<file path="src/design/psp_pkg.sv">
package psp_pkg;

  localparam int unsigned TimeW = 33;

  typedef enum logic [5:0] {
    PH_SC1       = 6'd0,
    PH_SC2       = 6'd1,
    PH_SC3       = 6'd2,
    PH_SC4       = 6'd3,
    PH_PACK1     = 6'd4,
    PH_PACK2     = 6'd5,
    PH_PACK3     = 6'd6,
    PH_PACK4     = 6'd7,
    PH_PACK5     = 6'd8,
    PH_PACK6     = 6'd9,
    PH_PACK7     = 6'd10,
    PH_PACK8     = 6'd11,
    PH_PACK9     = 6'd12,
    PH_PACK10    = 6'd13,
    PH_PACK_SKIP = 6'd14,
    PH_SYS1      = 6'd15,
    PH_SYS2      = 6'd16,
    PH_SYS_SKIP  = 6'd17,
    PH_LEN1      = 6'd18,
    PH_LEN2      = 6'd19,
    PH_EXT1      = 6'd20,
    PH_EXT2      = 6'd21,
    PH_EXT3      = 6'd22,
    PH_PTS1      = 6'd23,
    PH_PTS2      = 6'd24,
    PH_PTS3      = 6'd25,
    PH_PTS4      = 6'd26,
    PH_PTS5      = 6'd27,
    PH_DTS1      = 6'd28,
    PH_DTS2      = 6'd29,
    PH_DTS3      = 6'd30,
    PH_DTS4      = 6'd31,
    PH_DTS5      = 6'd32,
    PH_HDR_DATA  = 6'd33,
    PH_PAYLOAD   = 6'd34
  } phase_e;

  localparam logic [1:0] KIND_HDR = 2'd0;
  localparam logic [1:0] KIND_PAY = 2'd1;
  localparam logic [1:0] KIND_END = 2'd2;

  localparam logic [7:0] ID_PACK  = 8'hBA;
  localparam logic [7:0] ID_SYS   = 8'hBB;
  localparam logic [7:0] ID_END   = 8'hB9;
  localparam logic [7:0] ID_PSM   = 8'hBC;
  localparam logic [7:0] ID_PAD   = 8'hBE;
  localparam logic [7:0] ID_PRIV2 = 8'hBF;
  localparam logic [7:0] ID_ECM   = 8'hF0;
  localparam logic [7:0] ID_EMM   = 8'hF1;
  localparam logic [7:0] ID_DSMCC = 8'hF2;
  localparam logic [7:0] ID_H222E = 8'hF8;
  localparam logic [7:0] ID_DIR   = 8'hFF;

  localparam int unsigned FlagPtsBit   = 7;
  localparam int unsigned FlagDtsBit   = 6;
  localparam int unsigned FlagAlignBit = 2;
  localparam logic [7:0]  TimeFirstMask = 8'h0E;

  typedef struct packed {
    logic [1:0]       kind;
    logic [7:0]       stream;
    logic [7:0]       pay;
    logic             pend;
    logic             sstart;
    logic             key;
    logic [TimeW-1:0] pts;
    logic [TimeW-1:0] dts;
    logic             meta;
    logic [15:0]      prog;
  } res_t;

  function automatic logic has_ext(input logic [7:0] id);
    return id != ID_PSM && id != ID_PAD && id != ID_PRIV2 && id != ID_ECM &&
           id != ID_DSMCC && id != ID_H222E && id != ID_DIR;
  endfunction

  function automatic logic is_elem(input logic [7:0] id);
    return id != ID_PSM && id != ID_PAD && id != ID_PRIV2 && id != ID_ECM;
  endfunction

  function automatic logic is_media(input logic [7:0] id);
    return id != ID_PSM && id != ID_PRIV2 && id != ID_ECM && id != ID_EMM &&
           id != ID_PAD;
  endfunction

  // One byte of a 5-byte PTS/DTS field; marker bits are dropped or overlaid.
  function automatic logic [TimeW-1:0] time_byte(input logic [2:0]       pos,
                                                 input logic [7:0]       b,
                                                 input logic [TimeW-1:0] acc);
    logic [TimeW-1:0] r;
    r = '0;
    unique case (pos)
      3'd0:    r = {{(TimeW-8){1'b0}}, b & TimeFirstMask};
      3'd1:    r = {acc[TimeW-8:0], 7'd0} | {{(TimeW-8){1'b0}}, b};
      3'd3:    r = {acc[TimeW-9:0], b};
      default: r = {acc[TimeW-8:0], b[7:1]};
    endcase
    return r;
  endfunction

endpackage

</file>
<file path="src/design/psp_core.sv">
module psp_core (
  input  logic          clk_i,
  input  logic          rst_ni,
  input  logic          step_i,
  input  logic [7:0]    in_byte_i,
  output psp_pkg::res_t res_o
);
  import psp_pkg::*;

  phase_e           ph_q, ph_d;
  logic [15:0]      sk_q, sk_d;
  logic [7:0]       cs_q, cs_d;
  logic [15:0]      pl_q, pl_d;
  logic [7:0]       f1_q, f1_d;
  logic [7:0]       f2_q, f2_d;
  logic [7:0]       hd_q, hd_d;
  logic [TimeW-1:0] acc_q, acc_d;
  logic [TimeW-1:0] pts_q, pts_d;
  logic [TimeW-1:0] dts_q, dts_d;
  logic             meta_q, meta_d;
  logic             sp_q, sp_d;
  logic [15:0]      prog_q, prog_d;

  logic [15:0] pl_dec, sk_dec;
  logic [7:0]  hd_dec;
  logic [5:0]  ph_inc;
  logic        do_enter, do_after;
  logic [1:0]  kind;
  logic [7:0]  pay;
  logic        pend, sstart;

  assign pl_dec = (pl_q != 16'd0) ? pl_q - 16'd1 : pl_q;
  assign hd_dec = (hd_q != 8'd0) ? hd_q - 8'd1 : hd_q;
  assign sk_dec = (sk_q != 16'd0) ? sk_q - 16'd1 : sk_q;
  assign ph_inc = 6'(ph_q) + 6'd1;

  always_comb begin
    ph_d     = ph_q;
    sk_d     = sk_q;
    cs_d     = cs_q;
    pl_d     = pl_q;
    f1_d     = f1_q;
    f2_d     = f2_q;
    hd_d     = hd_q;
    acc_d    = acc_q;
    pts_d    = pts_q;
    dts_d    = dts_q;
    meta_d   = meta_q;
    sp_d     = sp_q;
    prog_d   = prog_q;
    do_enter = 1'b0;
    do_after = 1'b0;
    kind     = KIND_HDR;
    pay      = 8'd0;
    pend     = 1'b0;
    sstart   = 1'b0;

    unique case (ph_q)
      PH_SC1: begin
        if (in_byte_i == 8'h00) ph_d = PH_SC2;
      end
      PH_SC2: begin
        ph_d = (in_byte_i == 8'h00) ? PH_SC3 : PH_SC1;
      end
      PH_SC3: begin
        if (in_byte_i == 8'h01) ph_d = PH_SC4;
        else if (in_byte_i != 8'h00) ph_d = PH_SC1;
      end
      PH_SC4: begin
        if (in_byte_i == ID_PACK) begin
          ph_d = PH_PACK1;
        end else if (in_byte_i == ID_SYS) begin
          ph_d = PH_SYS1;
        end else if (in_byte_i == ID_END) begin
          kind   = KIND_END;
          meta_d = 1'b1;
          pts_d  = '0;
          dts_d  = '0;
          prog_d = prog_q + 16'd1;
          sp_d   = 1'b0;
          ph_d   = PH_SC1;
        end else begin
          cs_d = in_byte_i;
          if (is_media(in_byte_i)) meta_d = 1'b1;
          ph_d = PH_LEN1;
        end
      end
      PH_PACK1, PH_PACK2, PH_PACK3, PH_PACK4, PH_PACK5,
      PH_PACK6, PH_PACK7, PH_PACK8, PH_PACK9: begin
        ph_d = phase_e'(ph_inc);
      end
      PH_PACK10: begin
        sk_d = {13'd0, in_byte_i[2:0]};
        ph_d = (in_byte_i[2:0] == 3'd0) ? PH_SC1 : PH_PACK_SKIP;
      end
      PH_SYS1: begin
        sk_d = {in_byte_i, 8'd0};
        ph_d = PH_SYS2;
      end
      PH_SYS2: begin
        sk_d = {sk_q[15:8], in_byte_i};
        ph_d = (sk_d == 16'd0) ? PH_SC1 : PH_SYS_SKIP;
      end
      PH_PACK_SKIP, PH_SYS_SKIP: begin
        sk_d = sk_dec;
        if (sk_dec == 16'd0) ph_d = PH_SC1;
      end
      PH_LEN1: begin
        pl_d = {in_byte_i, 8'd0};
        ph_d = PH_LEN2;
      end
      PH_LEN2: begin
        pl_d = {pl_q[15:8], in_byte_i};
        if (has_ext(cs_q)) begin
          ph_d = PH_EXT1;
        end else begin
          f1_d     = '0;
          f2_d     = '0;
          hd_d     = '0;
          do_enter = 1'b1;
        end
      end
      PH_EXT1: begin
        f1_d = in_byte_i;
        pl_d = pl_dec;
        ph_d = PH_EXT2;
      end
      PH_EXT2: begin
        f2_d = in_byte_i;
        pl_d = pl_dec;
        ph_d = PH_EXT3;
      end
      PH_EXT3: begin
        hd_d = in_byte_i;
        pl_d = pl_dec;
        if (f2_q[FlagPtsBit]) ph_d = PH_PTS1;
        else do_after = 1'b1;
      end
      PH_PTS1, PH_PTS2, PH_PTS3, PH_PTS4, PH_PTS5: begin
        acc_d = time_byte(3'(6'(ph_q) - 6'(PH_PTS1)), in_byte_i, acc_q);
        pl_d  = pl_dec;
        hd_d  = hd_dec;
        if (ph_q == PH_PTS5) begin
          pts_d = acc_d;
          if (f2_q[FlagDtsBit]) begin
            ph_d = PH_DTS1;
          end else begin
            dts_d    = acc_d;
            do_after = 1'b1;
          end
        end else begin
          ph_d = phase_e'(ph_inc);
        end
      end
      PH_DTS1, PH_DTS2, PH_DTS3, PH_DTS4, PH_DTS5: begin
        acc_d = time_byte(3'(6'(ph_q) - 6'(PH_DTS1)), in_byte_i, acc_q);
        pl_d  = pl_dec;
        hd_d  = hd_dec;
        if (ph_q == PH_DTS5) begin
          dts_d    = acc_d;
          do_after = 1'b1;
        end else begin
          ph_d = phase_e'(ph_inc);
        end
      end
      PH_HDR_DATA: begin
        pl_d = pl_dec;
        hd_d = hd_dec;
        if (hd_dec == 8'd0) do_enter = 1'b1;
      end
      PH_PAYLOAD: begin
        kind   = KIND_PAY;
        pay    = in_byte_i;
        sstart = sp_q;
        sp_d   = 1'b0;
        pl_d   = pl_dec;
        if (pl_dec == 16'd0) begin
          pend = 1'b1;
          ph_d = PH_SC1;
        end
      end
      default: ph_d = PH_SC1;
    endcase

    // end of PES header: remaining header data, payload, or back to search
    if (do_after && hd_d != 8'd0) begin
      ph_d = PH_HDR_DATA;
    end else if (do_after || do_enter) begin
      if (pl_d == 16'd0) begin
        ph_d = PH_SC1;
        sp_d = 1'b0;
      end else begin
        ph_d = PH_PAYLOAD;
        sp_d = is_elem(cs_d) && f2_d[FlagPtsBit];
      end
    end
  end

  always_ff @(posedge clk_i or negedge rst_ni) begin
    if (!rst_ni) begin
      ph_q   <= PH_SC1;
      sk_q   <= '0;
      cs_q   <= '0;
      pl_q   <= '0;
      f1_q   <= '0;
      f2_q   <= '0;
      hd_q   <= '0;
      acc_q  <= '0;
      pts_q  <= '0;
      dts_q  <= '0;
      meta_q <= 1'b0;
      sp_q   <= 1'b0;
      prog_q <= '0;
    end else if (step_i) begin
      ph_q   <= ph_d;
      sk_q   <= sk_d;
      cs_q   <= cs_d;
      pl_q   <= pl_d;
      f1_q   <= f1_d;
      f2_q   <= f2_d;
      hd_q   <= hd_d;
      acc_q  <= acc_d;
      pts_q  <= pts_d;
      dts_q  <= dts_d;
      meta_q <= meta_d;
      sp_q   <= sp_d;
      prog_q <= prog_d;
    end
  end

  always_comb begin
    res_o.kind   = kind;
    res_o.stream = cs_d;
    res_o.pay    = pay;
    res_o.pend   = pend;
    res_o.sstart = sstart;
    res_o.key    = f1_d[FlagAlignBit];
    res_o.pts    = pts_d;
    res_o.dts    = dts_d;
    res_o.meta   = meta_d;
    res_o.prog   = prog_d;
  end

endmodule

</file>
<file path="src/design/program_stream_pes_parser.sv">
// MPEG-2 program stream PES demultiplexer. One byte of stream enters per cycle
// while in_stall_o is low and yields exactly one result transaction: a
// header/skipped byte, a payload byte tagged with its stream id, packet-end and
// sample-start marks, or a program-end event, always with the current PTS/DTS,
// key-frame bit, metadata flag and program count. The byte's parse step is
// combinational logic on the parser state; its result lands in an output
// register and appears in the cycle after the input transaction. Throughput is
// one byte per clock while not stalled; in_stall_o rises only while a finished
// result sits in the output register and the downstream side is stalling it.
module program_stream_pes_parser (
  input  logic        clk_i,
  input  logic        rst_ni,
  input  logic        in_valid_i,
  output logic        in_stall_o,
  input  logic [7:0]  in_byte_i,
  output logic        out_valid_o,
  input  logic        out_stall_i,
  output logic [1:0]  byte_kind_o,
  output logic [7:0]  stream_ident_o,
  output logic [7:0]  payload_byte_o,
  output logic        packet_end_o,
  output logic        sample_start_o,
  output logic        key_frame_o,
  output logic [32:0] present_time_o,
  output logic [32:0] decode_time_o,
  output logic        metadata_done_o,
  output logic [15:0] program_index_o
);
  import psp_pkg::*;

  logic in_acc;
  res_t res_d, res_q;
  logic vld_q;

  assign in_stall_o = vld_q && out_stall_i;
  assign in_acc     = in_valid_i && !in_stall_o;

  psp_core u_core (
    .clk_i     (clk_i),
    .rst_ni    (rst_ni),
    .step_i    (in_acc),
    .in_byte_i (in_byte_i),
    .res_o     (res_d)
  );

  always_ff @(posedge clk_i or negedge rst_ni) begin
    if (!rst_ni) begin
      vld_q <= 1'b0;
    end else if (!in_stall_o) begin
      vld_q <= in_valid_i;
    end
  end

  always_ff @(posedge clk_i) begin
    if (in_acc) begin
      res_q <= res_d;
    end
  end

  assign out_valid_o     = vld_q;
  assign byte_kind_o     = res_q.kind;
  assign stream_ident_o  = res_q.stream;
  assign payload_byte_o  = res_q.pay;
  assign packet_end_o    = res_q.pend;
  assign sample_start_o  = res_q.sstart;
  assign key_frame_o     = res_q.key;
  assign present_time_o  = res_q.pts;
  assign decode_time_o   = res_q.dts;
  assign metadata_done_o = res_q.meta;
  assign program_index_o = res_q.prog;

endmodule

</file>
<file path="config.mk">
export PLATFORM = sky130hd
export DESIGN_NAME = program_stream_pes_parser
export DESIGN_NICKNAME = d
export VERILOG_FILES = /design/src/design/psp_pkg.sv /design/src/design/psp_core.sv /design/src/design/program_stream_pes_parser.sv
export SDC_FILE = /design/constraint.sdc
export NUM_CORES = 1
export LEC_CHECK = 0
export BUFFER_PORTS_ARGS = -buffer_cell sky130_fd_sc_hd__buf_2
export CORE_UTILIZATION = 45
export DETAILED_ROUTE_END_ITERATION = 6
export PLACE_DENSITY = 0.65
export SYNTH_ARGS = -nofsm -noshare
export SYNTH_HDL_FRONTEND = slang
export SYNTH_SLANG_ARGS = --single-unit
</file>
<file path="constraint.sdc">
create_clock -name clk_i -period 14.1 [get_ports clk_i]
set_input_delay 2.82 -clock clk_i [delete_from_list [all_inputs] [get_ports clk_i]]
set_output_delay 2.82 -clock clk_i [all_outputs]
set_load 0.02 [all_outputs]
</file>
==> Word level (Yosys, flattened, before mapping) <==
Index checks and enable logic that the tools add are counted.
{ "word_totals": {"ff_bits": 278, "latchBits": 0, "ram_bits": 0, "mem_bits_ro": 0, "out_inout_bits": 106, "memories": 0} }
{ "classes": {"add_sub_neg": 7, "n_mul": 0, "div": 0, "magnitude_cmp": 0, "n_eq_ne": 68, "shifts": 0, "mux": 79, "bitwise_logic": 2, "n_reduce_logical": 49} }
{ "op_table": {"columns": ["op", "n"], "rows": [
  ["$mux 33", 10],
  ["$pmux 33 s3", 3],
  ["$ne 8x8->1 const B", 16],
  ["$pmux 6 s18", 1],
  ["$eq 6x5->1 const B", 16],
  ["$mux 16", 6],
  ["$mux 6", 15],
  ["$pmux 33 s2", 1],
  ["$logic_not 16->1", 4],
  ["$pmux 16 s4", 1],
  ["$mux 8", 7],
  ["$pmux 26 s2", 1],
  ["$eq 6x4->1 const B", 8],
  ["$pmux 16 s3", 1],
  ["$or 33x8->33", 1],
  ["$reduce_bool 16->1", 2],
  ["$sub 16x1->16 const B", 2],
  ["$eq 6x3->1 const B", 4],
  ["$eq 8x8->1 const B", 3],
  ["$pmux 8 s3", 1],
  ["$reduce_bool 8->1", 3],
  ["$ne 4x1->1 const B", 5],
  ["$eq 6x6->1 const B", 3],
  ["$mux 1", 18],
  ["other kinds (41)", 73]
]} }

==> Longest topological paths before layout <==
{ "depth": {"depth_word": 13, "mapped_depth": 14, "ltp_nobuf": 11} }

==> Hierarchy <==
Synthesis repeated with hierarchy kept, for this count alone.
{ "hier_totals": {"cells_unflattened": 1454, "area_unflattened_um2": 14655.3} }
{ "by_module_without_submodules": {"columns": ["module", "instances", "cells_per_inst", "area_each_um2"], "rows": [
  ["psp_core", 1, 1346, 11482.3],
  ["program_stream_pes_parser", 1, 108, 3173.0]
]} }

==> Worst setup path after synthesis <==
Ideal clock, no wire load.
{ "synth_timing": {"path_kind": "input to register", "from": "in out_stall_i", "to": "reg res_q, in the netlist byte_kind_o[0] (enable)", "setup_time_ns": 0.509, "arrival_time_ns": 6.559, "setup_slack_ns": 7.032, "path_stages": 6, "path_buffers": 3, "path_cell_list": "nand2_1 -> nand2_1 -> clkbuf_1 -> inv_1 -> clkbuf_1 -> clkbuf_1"} }
{ "synth_via": {"elab_chain_len": 3} }
{ "synth_lines": {"columns": ["element", "line_no", "rtl"], "rows": [
  ["from (decl)", "program_stream_pes_parser.sv:17", "input logic out_stall_i,"],
  ["$logic_and 1x1->1", "program_stream_pes_parser.sv:35", "assign in_stall_o = vld_q && out_stall_i;"],
  ["$logic_not 1->1", null, null],
  ["$logic_and 1x1->1", "program_stream_pes_parser.sv:36", "assign in_acc = in_valid_i && !in_stall_o;"],
  ["named net in_acc", "program_stream_pes_parser.sv:31", "logic in_acc;"],
  ["to (signal assigned)", "program_stream_pes_parser.sv:56", "res_q <= res_d;"],
  ["to (decl)", "program_stream_pes_parser.sv:32", "res_t res_d, res_q;"]
]} }
The timed path passes the listed nets, and every way through them passes these cells.
A chain may end at the register's enable or synchronous reset.

==> Final worst setup path <==
{ "layout_timing": {"from": "in out_stall_i", "to": "out in_stall_o"} }
{ "layout_via": {"elab_chain_len": 1} }
{ "layout_lines": {"columns": ["element", "line_no", "rtl"], "rows": [
  ["$logic_and 1x1->1", "program_stream_pes_parser.sv:35", null],
  ["to (decl)", "program_stream_pes_parser.sv:14", "output logic in_stall_o,"]
]} }
No other way between the ends.

==> results.ini <==
[clock_tree]
clock_sinks = 272
cts_root_buf = clkbuf_16
clock_latency_ns = 0.57
clk_pin_slew_ns = 0.06
clockBufferDepth = 3
numCtsBuffers = 30
cts_tree = yes
ctsResizeCount = 0
postCtsHoldBufs = 0
htree_num_levels = 1
post_cts.repair.setup_buffers = 0

[layout]
final_area_sq_um = 16300
drive_gt1_share_pct = 13.1
final_nets = 1652
final_common_cell = nand2_1
diodes = 0
layout_common_cells = nand2_1, dfrtp_1, buf_2
nFillCells = 2888
final_cells = 2054
area_growth_syn_to_layout_pct = 12.6

[global_routing]
grt_pass1_vias = 11900
track_usage_pct = 24.2
grt_max_degree = 105
grt_pass1_wl_microns = 64200
antenna_found_initial = 0
grt_remaining_overflow = 0

[logic_synthesis]
ys.flop_type = dfrtp_1
ys_warn_count = 0
synth_cell_types = 80
synth-seq-cells = 272
synth_nets = 1604
syn_area_sq_um = 14500
syn_inst = 1580
synth_edf_count = 104
syn_area_per_cell_sq_um = 9.15
async_flop_share_pct = 61.8
yosysSeqAreaShare_pct = 50.7

[floorplan]
fp.dieW_microns = 181
core.rowCount = 65
boundaryPins = 118
fp.coreArea_sq_um = 31600
start_util_pct = 45.8
die_area_sq_um = 32900
die_y_microns = 181

[placed_design]
place_hpwl_microns = 25600
io_buffers = 117
post_dp_cell_area_sq_um = 15200
gp_congestion = 0.926
dp_cells = 1998

[routing]
drt_iter0_markers = 1234
postRouteAntennaNets = 0
dr.pass1.iters = 6
postRouteWirelength_microns = 39900
via_per_inst = 6.02
vias = 12400
drc_errors = 0
wl_per_cell_microns = 19.4

[power_and_ir_drop]
peakVddDrop_v = 0.000122
leakagePower_nw = 7.12
power_mw = 3.52
p_per_area_nw_per_um2 = 216

[sta]
worst_slew_pin_slew_ns = 1.22
slew_headroom_pct = 18.3
rsz0062_at_grt = false
finalMaxSlewViolations = 0
fin_skew_ns = 0.0140
finalCritPeriodShare_pct = 43.0
min_period_ns = 6.06
hold_viol = 0
max_freq_mhz = 165
tns_ns = 0
setup_viol = 0

[setup_path]
end_kind = output port
worst_ep_required_time_ns = 11.28
cp_data_arrival_time_ns = 3.24
cp_top_family = buffers and inverters
start_kind = input pin
critPathBufInv = 3
crit_top_cell = buf_2
path_class = in -> out
crit_chain = buf_2 -> nand2_1 -> inv_1 -> buf_2
crit_fanout = 3
worst_path_max_delay_cell = buf_2
cpPeakStageDelay_ns = 0.15

[flow_run]
maxCapViolations = 0

[min_path]
worstHoldPathType = reg -> reg

[status]
status = finished, final reports clean

[sequential cells by signal, summed over array words and instances, names as in the netlist, 16 cells and up]
register / flops
program_index_o: 16
u_core.pl_q: 16
u_core.sk_q: 16
u_core.dts_q: 33
decode_time_o: 33
u_core.acc_q: 26
u_core.pts_q: 33
u_core.prog_q: 16
present_time_o: 33
[area by class of cell]
cell class	instances	area, sq um	share of cell area, %
inverters	34	133	0.814
clock buffers	40	870	5.34
well taps	402	503	3.09
repair buffers	127	667	4.09
flip-flops and latches	272	7330	45.0
clock inverters	16	196	1.21
multi-input cells	1163	6590	40.5
[worst register-to-register path, cell delays in order (launching register included)]
cell,delay [ns]
dfrtp_1,0.43
inv_1,0.11
ha_1,0.48
nor3_1,0.66
a21oi_1,0.33
a211oi_2,0.89
o31ai_1,0.20
a221oi_1,0.35
nand3_1,0.12
nor4_1,0.36
a41o_1,0.33
a41oi_1,0.14
[per-stage QoR]
step / hold slack [ns] / setup WS (ns) / util, %
floorplan: 0.446 / 7.03 / -
global placement: 0.457 / 7.58 / 48.2
detailed placement: 0.462 / 7.53 / 48.2
CTS: 0.477 / 8.03 / 51.6
global route: 0.493 / 7.81 / 51.6
finish: 0.473 / 8.04 / 51.6
[power breakdown]
group	total, mW	internal (mW)	switching, mW	leakage, nW
logic	1.46	0.509	0.947	3.31
registers	1.24	1.05	0.192	3.28
clock network	0.824	0.491	0.333	0.519
[per-layer routing]
metal  global-route usage [%]  vias to the layer above  routed length, microns
met4                     7.12                        0                    1100
met3                     3.43                       87                    2360
met2                     39.4                      456                   18600
met1                     33.4                     6031                   17800
met5                        0                        -                       0
li1                         -                     5785                       -
[synth_stat cells, drive strengths merged (4+ instances only)]
cell,count,area (sq um)
a32oi,5,43.8
ha,12,150
or2,13,81.3
o211ai,6,45.0
clkbuf,95,357
and3,23,144
nor2,107,402
a221o,19,190
o22ai,10,62.6
nor4b,6,52.6
o31ai,5,37.5
nor4,19,140
nor3b,8,60.1
a21oi,65,329
a211o,5,43.8
mux2i,16,160
a31oi,7,43.8
xnor2,21,184
a221oi,8,70.1
o221ai,10,87.6
and2,11,68.8
inv,34,128
o21ai,147,739
or3,11,68.8
a22oi,50,375
nand4,4,25.0
a22o,22,193
nand2,370,1390
a21o,7,52.6
nand3,23,115
a32o,5,50.1
nand2b,12,75.1
edfxtp,104,3120
o21a,5,37.5
buf,16,78.8
a222oi,6,60.1
xor2,22,193
or4,13,101
dfrtp,168,4200
nor3,28,140
mux2,11,124
nand3b,4,30.0
nor2b,7,43.8
[cells by family after synthesis]
family,after synthesis,share of synthesized area (%)
flip-flops,272,50.7
XOR/XNOR,43,2.60
adder cells (fa/ha/maj),12,1.04
multiplexers,27,1.96
buffers and inverters,145,3.89
AO/OA/AOI/OAI,412,18.9
AND/OR/NAND/NOR,669,21.0
[worst paths after layout]
check,from,end,slack [ns],depth (start not counted)
worst min register to register,u_core.pts_q[9],u_core.pts_q[9],0.47,2
worst max-delay path,out_stall_i,in_stall_o,8.04,4
worst min-delay path,u_core.pts_q[9],u_core.pts_q[9],0.47,2
min in group asynchronous,rst_ni,u_core.prog_q[8],2.39,1
max in group asynchronous,rst_ni,u_core.dts_q[10],10.22,2
worst max register to register,u_core.ph_q[0],u_core.ph_q[5],9.54,11
No activity file was read; power rests on OpenSTA's default activity.
